`src/hdl/wmmf_pkg.sv`:
```
// shared types and constants of the windowed minimum filter
`timescale 1ns / 1ps
package wmmf_pkg;

	localparam int CFG_DATA_W = 11;
	localparam int CFG_INDEX_W = 2;
	localparam int INDEX_W = 20;

	localparam logic [CFG_INDEX_W-1:0] REG_WIDTH = 2'd0;
	localparam logic [CFG_INDEX_W-1:0] REG_HEIGHT = 2'd1;
	localparam logic [CFG_INDEX_W-1:0] REG_RADIUS = 2'd2;

	localparam logic CMD_PUSH = 1'b0;
	localparam logic CMD_FLUSH = 1'b1;

	typedef enum logic [2:0] {
		S_IDLE,
		S_SETUP,
		S_BASE,
		S_SCAN,
		S_DRAIN,
		S_OUT
	} state_t;

	typedef struct packed {
		logic accept;
		logic setup;
		logic base;
		logic scan;
		logic finish;
	} ctrl_cmd_t;

	typedef struct packed {
		logic emit_req;
		logic scan_last;
		logic out_free;
	} dp_status_t;

endpackage

```
`src/hdl/wmmf_ctrl.sv`:
```
// controller state machine sequencing accept, window scan and result
`timescale 1ns / 1ps
module wmmf_ctrl (
	input  logic                clk,
	input  logic                arst_n,
	input  logic                in_valid,
	input  wmmf_pkg::dp_status_t st,
	output logic                in_ready,
	output wmmf_pkg::ctrl_cmd_t cmd,
	output wmmf_pkg::state_t    state
);
	import wmmf_pkg::*;

	state_t state_q, state_d;

	always_ff @(posedge clk or negedge arst_n) begin
		if (!arst_n) begin
			state_q <= S_IDLE;
		end else begin
			state_q <= state_d;
		end
	end

	always_comb begin
		state_d = state_q;
		cmd = '0;
		in_ready = 1'b0;
		unique case (state_q)
			S_IDLE: begin
				in_ready = 1'b1;
				if (in_valid) begin
					cmd.accept = 1'b1;
					if (st.emit_req) begin
						state_d = S_SETUP;
					end
				end
			end
			S_SETUP: begin
				cmd.setup = 1'b1;
				state_d = S_BASE;
			end
			S_BASE: begin
				cmd.base = 1'b1;
				state_d = S_SCAN;
			end
			S_SCAN: begin
				cmd.scan = 1'b1;
				if (st.scan_last) begin
					state_d = S_DRAIN;
				end
			end
			S_DRAIN: begin
				state_d = S_OUT;
			end
			S_OUT: begin
				if (st.out_free) begin
					cmd.finish = 1'b1;
					state_d = S_IDLE;
				end
			end
			default: begin
				state_d = S_IDLE;
			end
		endcase
	end

	assign state = state_q;

endmodule

```
`config.mk`:
```
export PLATFORM = sky130hd
export DESIGN_NAME = wmmf_ctrl
export DESIGN_NICKNAME = d
export VERILOG_FILES = /design/src/hdl/wmmf_pkg.sv /design/src/hdl/wmmf_ctrl.sv
export SDC_FILE = /design/constraint.sdc
export NUM_CORES = 1
export LEC_CHECK = 0
export BUFFER_PORTS_ARGS = -buffer_cell sky130_fd_sc_hd__buf_2
export CORE_AREA = 3 3 40 42
export DETAILED_ROUTE_END_ITERATION = 6
export DIE_AREA = 0 0 43 45
export SETUP_SLACK_MARGIN = 0.02
export SYNTH_ARGS = -nofsm -noshare
export SYNTH_HDL_FRONTEND = slang
export SYNTH_SLANG_ARGS = --single-unit
```
`constraint.sdc`:
```
create_clock -name clk -period 0.85 [get_ports clk]
set_input_delay 0.1275 -clock clk [delete_from_list [all_inputs] [get_ports clk]]
set_output_delay 0.1275 -clock clk [all_outputs]
set_load 0.1 [all_outputs]
```
==> impl_metrics.yaml, run 1 <==
sta:
  rsz0062_at_grt: "true"
  relSlewSlack_pct: 88.1
  finalSetupViolations: 12
  period_needed_ns: 1.41
  fin_skew_ns: 0.00770
  period_share_pct: 166
  fmax_mhz: 710
  hold_viol_final: 0
  drv_slew: 0
  hold_slack_ns: 0.158
  tns_ns: -4.98
  tightest_slew_ns: 0.178
  setup_slack_ns: -0.558
die:
  die_h_um: 45
  dieArea_um2: 1940
  ios: 15
  core_area_um2: 1280
  initial_core_util_pct: 18.1
  rows: 13
  fp.dieW_um: 43
synth:
  synth_top_family_by_area: "simple AND/OR/NAND/NOR gates"
  avgSynthCellArea_um2: 9.31
  synth_mux_area_share_pct: 4.30
  ys_ff_latch: 3
  synth-compound-area-share_pct: 16.7
  synth_nets: 31
  synth_top_cell_area_share_pct: 32.3
  syn_inst: 25
  yosys.area_share.simple_pct: 34.9
  yosysSeqAreaShare_pct: 32.3
  synth.distinct_cells: 20
  ys_warn_count: 0
  synthXorXnorAreaFrac_pct: 0
  synthAdderAreaFrac_pct: 0
  yosys-top-cells-area: "dfrtp_1, nor3_4, nand2b_4"
  yosysTopAreaCell: "dfrtp_1"
  synth_area_um2: 233
critical_path:
  worstSetupStartpointType: "register"
  crit_path_end_kind: "output port"
  critPathRequiredTime_ns: 0.72
  startpoint: "state[2]"
  r2r-start: "state[0]"
  critPathKind: "register to output port"
  r2r_slack_ns: -0.28
  crit_arrival_ns: 1.28
  reg2regPathDepth: 4
  path_max_fanout: 4
  r2r_end: "state[0]"
layout:
  seq_area_um2: 86.3
  final_util_pct: 49.1
  nNetsFinal: 59
  diodes: 0
  drive_gt1_share_pct: 82.7
  syn2layout_area_growth_pct: 171
  multiInputGateArea_um2: 180
  largest_reg_flops: 3
  fillCellCount: 121
grt:
  antenna_found_initial: 0
  grt_pass1_vias: 296
  grt_pass1_wl_mm: 1.30
  grt_start_max_net_pins: 6
  grt_overflow: 0
  grt_usage_pct: 9.27
placement:
  dp_hpwl_um: 597
  gp_congestion: 0.773
  io_buffers: 14
flow_run:
  maxCapViolCount: 0
clocking:
  cts_inserted_buffers: 3
  cts_tree: "built"
  worstSkewPairLatency_ns: 0.24
  numClockSinks: 3
  cts-root-buf: "clkbuf_4"
  htree_levels: 1
  cts.path.max_buffers: 2
  clk_pin_slew_ns: 0.04
run_status:
  violations: "setup timing"
  outcome: "finished, violations left"
routing:
  vias_per_cell: 3.97
  routed_wl_um: 736
  wire_per_inst_um: 11.0
  drt-pass1-iter-count: 3
  vias: 266
  drtIter0Drc: 2
  antenna_left: 0
  drc: 0
worst_hold_path:
  min_to: "state[2]"
  worstHoldPathType: "primary input to register"
  worstHoldStart: "st[1]"
  whs_path_depth: 3
## cell families after synthesis
family,after synthesis
AND/OR/NAND/NOR,12
buffers and inverters,4
flip-flops,3
multiplexers,1
AO/OA/AOI/OAI,5
## critical path: stages, from the launching register on
cell and delay [ns]:
dfrtp_4 0.50, nor3_4 0.20, and2_4 0.17, buf_12 0.16
## layout by cell type (no fill, tap or decap)
cell,instances
buf_12,9
buf_4,7
buf_2,5
buf_6,4
clkbuf_4,3
dfrtp_4,3
nand2b_4,2
nor2_4,2
nor3_4,2
inv_4,1
and2_4,1
nand2_1,1
nor3b_4,1
nand2_2,1
mux2i_1,1
nor2_1,1
a21oi_1,1
a21oi_2,1
a211oi_2,1
a21o_1,1
nand3b_1,1
o21ai_1,1
clkbuf_1,1
dlygate4sd3_1,1
## worst max-delay path by stage
| stage | end | slack (ns) |
|---|---|---|
| after detailed placement | cmd[2] | -0.32 |
| after floorplan | cmd[4] | -1.40 |
| after CTS | cmd[4] | -0.56 |
| after global routing | cmd[4] | -0.60 |
| after global placement | cmd[2] | -0.34 |
| final | cmd[4] | -0.56 |
## repair_timing
action,in CTS,in global routing
pin swaps,3,1
setup endpoints to repair,12,12
gates resized for setup,4,2
hold endpoints to repair,3,0
buffers inserted,3,1
gates cloned,0,0
hold buffers,1,0
## synth_stat cells, drive strengths merged
| cell type | n |
|---|---|
| nand3b | 1 |
| a21o | 1 |
| nand2 | 2 |
| nor2 | 3 |
| inv | 1 |
| nor3b | 1 |
| mux2i | 1 |
| o21ai | 1 |
| a21oi | 2 |
| buf | 3 |
| dfrtp | 3 |
| and2 | 1 |
| nor3 | 2 |
| a211oi | 1 |
| nand2b | 2 |
## layout make-up
cell class	instances	share of cell area, %
repair buffers	26	49.6
flip-flops and latches	3	13.7
clock buffers	4	4.17
inverters	1	0.992
multi-input cells	18	28.6
well taps	15	2.98
## routing by layer
metal / track usage (%) / vias to the layer above / routed length (µm)
met5: 0 / - / 0
met4: 3.61 / 0 / 0
met3: 6.37 / 0 / 106
met2: 13.2 / 15 / 302
met1: 10.9 / 116 / 327
li1: - / 135 / -
## metrics by stage
stage | setup WS [ns] | instance area [µm²] | std cells
finish | -0.558 | 631 | 67
global route | -0.596 | 631 | 67
CTS | -0.565 | 627 | 67
detailed placement | -0.322 | 552 | 59
global placement | -0.337 | 552 | 59
floorplan | -1.40 | 313 | 25
Power of run 1 is not shown: default switching activity piles up to over one toggle a cycle in this logic, so the estimate is an artifact.
==> run 2: changes to the inputs <==
--- a/config.mk
+++ b/config.mk
@@ -9,6 +9,7 @@
 export CORE_AREA = 3 3 40 42
 export DETAILED_ROUTE_END_ITERATION = 6
 export DIE_AREA = 0 0 43 45
+export PLACE_DENSITY = 0.38
 export SETUP_SLACK_MARGIN = 0.02
 export SYNTH_ARGS = -nofsm -noshare
 export SYNTH_HDL_FRONTEND = slang
==> constraint.sdc (replaced) <==
create_clock -name clk -period 0.85 [get_ports clk]
set_input_delay 0.255 -clock clk [delete_from_list [all_inputs] [get_ports clk]]
set_output_delay 0.255 -clock clk [all_outputs]
set_load 0.1 [all_outputs]
==> impl_metrics.yaml, run 2 (synthesis results as in run 1) <==
layout:
  final_common_cell: "buf_12"
  layout_common_cells: "buf_12, buf_2, buf_4"
  seq_area_um2: 86.3
  drive_gt1_share_pct: 82.0
  syn2layout_area_growth_pct: 168
  diodes: 0
  multiInputGateArea_um2: 180
  fillCellCount: 125
  largest_reg_flops: 3
  final_util_pct: 48.6
  nNetsFinal: 57
die:
  die_h_um: 45
  dieArea_um2: 1940
  rows: 13
  ios: 15
  initial_core_util_pct: 18.1
  core_area_um2: 1280
  fp.dieW_um: 43
placement:
  gp_congestion: 0.736
  dp_hpwl_um: 552
  io_buffers: 14
critical_path:
  critPathKind: "register to output port"
  crit_slowest_cell: "dfrtp_4"
  r2r_slack_ns: -0.27
  crit_path_cell_trace: "nor3_4 -> and2_4 -> buf_12"
  slowest_delay_ns: 0.50
  path_max_fanout: 4
  worstSetupStartpointType: "register"
  crit_path_end_kind: "output port"
  crit_arrival_ns: 1.26
  critPathRequiredTime_ns: 0.59
sta:
  fin_skew_ns: 0.00215
  relSlewSlack_pct: 87.6
  hold_viol_final: 0
  rsz0062_at_grt: "true"
  tightest_slew_ns: 0.187
  fmax_mhz: 658
  period_needed_ns: 1.52
  setup_slack_ns: -0.669
  period_share_pct: 179
  finalSetupViolations: 12
  drv_slew: 0
run_status:
  outcome: "finished, violations left"
  violations: "setup timing"
clocking:
  cts-root-buf: "clkbuf_4"
  numClockSinks: 3
  htree_levels: 1
  worstSkewPairLatency_ns: 0.23
  cts.path.max_buffers: 2
  cts_tree: "built"
  clk_pin_slew_ns: 0.04
  cts_inserted_buffers: 3
routing:
  drc: 0
  routed_wl_um: 636
  met1_length_um: 247
  drt-pass1-iter-count: 1
  met3WireLength_um: 64
  vias_per_cell: 4.11
  wire_per_inst_um: 9.78
  wl_met2_um: 324
  vias: 267
  drtIter0Drc: 0
  highest_layer: "met3"
  antenna_left: 0
grt:
  grt_pass1_vias: 305
  grt_overflow: 0
  grt_usage_pct: 9.10
  antenna_found_initial: 0
  grt_start_max_net_pins: 7
  grt_pass1_wl_mm: 1.28
worst_hold_path:
  worstHoldPathType: "primary input to register"
flow_run:
  maxCapViolCount: 0
-- run 2: changes by cell type in the layout (fill, tap and decap cells not counted), sizes merged --
cell,change
buf,-2
-- run 2: layer usage --
metal,vias to the layer above,global-route usage (%)
met4,0,3.61
li1,135,-
met1,120,11.2
met3,0,5.18
met2,12,13.2
met5,-,0
-- run 2: worst paths after layout --
path | cells past startpoint | end | from
min in group asynchronous | 2 | state[2] | arst_n
setup / recovery | 3 | cmd[4] | state[2]
max in group asynchronous | 2 | state[0] | arst_n
hold / removal | 3 | state[2] | st[1]
hold reg to reg | 2 | state[1] | state[2]
setup reg to reg | 4 | state[1] | state[1]
-- run 2: worst max-delay path, delay by kind of cell, from the launching register on --
family / cells / cell delay, ns
AND/OR/NAND/NOR: 2 / 0.37
buffers and inverters: 1 / 0.16
flip-flops: 1 / 0.50
-- run 2: timing repair --
item,CTS,global route
pin swaps,2,0
setup buffers,1,1
cloned,0,0
endpoints found under the hold margin,3,0
hold buffers,1,0
setup endpoints to repair,12,12
gates resized for setup,3,1
-- run 2: final cells by class --
cell class | instances | share of cell area (%)
clock buffer | 4 | 4.21
timing repair buffer | 24 | 49.1
sequential | 3 | 13.8
inverter | 1 | 1.00
multi-input combinational | 18 | 28.9
tap | 15 | 3.01
-- run 2: stage by stage --
step                setup TNS, ns  cells  area, µm²  hold slack [ns]  worst slack [ns]
floorplan                   -7.65     25        313          -0.0406             -1.53
global placement            -3.76     58        557           0.0554            -0.456
detailed placement          -3.85     58        557           0.0533            -0.462
CTS                         -6.09     64        613            0.291            -0.690
global route                -6.71     65        624            0.304            -0.741
finish                      -6.02     65        624            0.297            -0.669
Power of run 2 is left out for the same reason.
==> run 3: changes to the inputs <==
--- a/config.mk
+++ b/config.mk
@@ -6,9 +6,9 @@
 export NUM_CORES = 1
 export LEC_CHECK = 0
 export BUFFER_PORTS_ARGS = -buffer_cell sky130_fd_sc_hd__buf_2
-export CORE_AREA = 3 3 40 42
+export CORE_AREA = 2 2 39 41
 export DETAILED_ROUTE_END_ITERATION = 6
-export DIE_AREA = 0 0 43 45
+export DIE_AREA = 0 0 41 43
 export PLACE_DENSITY = 0.38
 export SETUP_SLACK_MARGIN = 0.02
 export SYNTH_ARGS = -nofsm -noshare
==> impl_metrics.yaml, run 3 (synthesis results as in run 1) <==
sta:
  drv_slew: 0
  period_needed_ns: 1.54
  fmax_mhz: 651
  hold_viol_final: 0
  period_share_pct: 181
  setup_slack_ns: -0.687
  rsz0062_at_grt: "true"
  tightest_slew_ns: 0.181
  fin_skew_ns: 0.00205
  tns_ns: -6.14
  finalSetupViolations: 12
  relSlewSlack_pct: 87.9
worst_hold_path:
  worstHoldPathType: "primary input to register"
layout:
  final_area_um2: 669
  seq_area_um2: 86.3
  final_util_pct: 48.4
  final_common_cell: "buf_12"
  syn2layout_area_growth_pct: 188
  fillCellCount: 128
  largest_reg_flops: 3
  layout_common_cells: "buf_12, buf_4, buf_6"
  diodes: 0
  drive_gt1_share_pct: 85.5
  nNetsFinal: 62
  multiInputGateArea_um2: 184
critical_path:
  crit_arrival_ns: 1.28
  r2r_slack_ns: -0.31
  slowest_delay_ns: 0.52
  worstSetupStartpointType: "register"
  crit_path_end_kind: "output port"
  critPathRequiredTime_ns: 0.59
  path_max_fanout: 7
  crit_path_cell_trace: "nor3_4 -> and2_4 -> buf_12"
  crit_slowest_cell: "dfrtp_4"
  critPathKind: "register to output port"
grt:
  use_met1_pct: 14.7
  grt_use_met2_pct: 14.1
  busiest_layer: "met1"
  grt_start_max_net_pins: 8
  grt_usage_pct: 11.5
  met3_usage_pct: 4.71
  grt_overflow: 0
  grt_pass1_vias: 293
  antenna_found_initial: 0
  grt_pass1_wl_mm: 1.26
clocking:
  cts-root-buf: "clkbuf_4"
  htree_levels: 1
  cts_tree: "built"
  worstSkewPairLatency_ns: 0.24
  numClockSinks: 3
  clk_pin_slew_ns: 0.04
  cts.path.max_buffers: 2
  cts_inserted_buffers: 3
run_status:
  violations: "setup timing"
  outcome: "finished, violations left"
routing:
  drtIter0Drc: 2
  wire_per_inst_um: 10.0
  vias_per_cell: 4.18
  routed_wl_um: 711
  drt-pass1-iter-count: 2
  vias: 297
  drc: 0
  antenna_left: 0
die:
  core_area_um2: 1380
  dieArea_um2: 1760
  ios: 15
  fp.dieW_um: 41
  die_h_um: 43
  initial_core_util_pct: 16.8
  rows: 14
placement:
  gp_congestion: 0.728
  dp_hpwl_um: 521
  placed_area_um2: 538
  io_buffers: 14
flow_run:
  maxCapViolCount: 0
[run 3: changes by cell type in the layout (fill, tap and decap cells not counted)]
cell / before / now
o21ai_1: 1 / 0
buf_12: 10 / 9
o21ai_2: 0 / 1
buf_4: 5 / 7
buf_6: 3 / 7
[run 3: area by class of cell]
class / count / share of cell area (%)
repair buffers: 29 / 51.8
multi-input cells: 18 / 27.5
flip-flops and latches: 3 / 12.9
clock buffers: 4 / 3.93
well taps: 16 / 2.99
inverters: 1 / 0.935
[run 3: per-stage QoR]
| stage | cells | worst slack, ns | hold WS (ns) |
|---|---|---|---|
| floorplan | 25 | -1.53 | -0.0406 |
| global placement | 58 | -0.464 | 0.0511 |
| detailed placement | 58 | -0.468 | 0.0540 |
| CTS | 68 | -0.701 | 0.293 |
| global route | 71 | -0.733 | 0.325 |
| finish | 71 | -0.687 | 0.301 |
[run 3: repair_timing]
item | 4_1_cts | 5_1_grt
setup endpoints to repair | 12 | 12
hold buffers | 1 | 0
pin swaps | 3 | 0
buffers inserted | 5 | 4
hold endpoints to repair | 3 | 0
resized for setup | 6 | 4
[run 3: metal layers]
layer	share of wire (%)	wire, µm	vias up
met5	0	0	-
met4	2.5	18	0
met3	4.1	29	2
met2	55	390	10
met1	38	273	143
li1	-	-	142
[run 3: worst max-delay path, delay by kind of cell (launching register included)]
family,cells,cell delay [ns]
AND/OR/NAND/NOR,2,0.35
flip-flops,1,0.52
buffers and inverters,1,0.16
[run 3: final timing paths]
path                       startpoint        to  cells after the start
max                          state[0]    cmd[4]                      3
min                             st[1]  state[2]                      3
max reg2reg                  state[1]  state[0]                      4
min reg2reg                  state[2]  state[1]                      3
max in group asynchronous      arst_n  state[1]                      2
min in group asynchronous      arst_n  state[0]                      2
Power of run 3 is left out for the same reason.
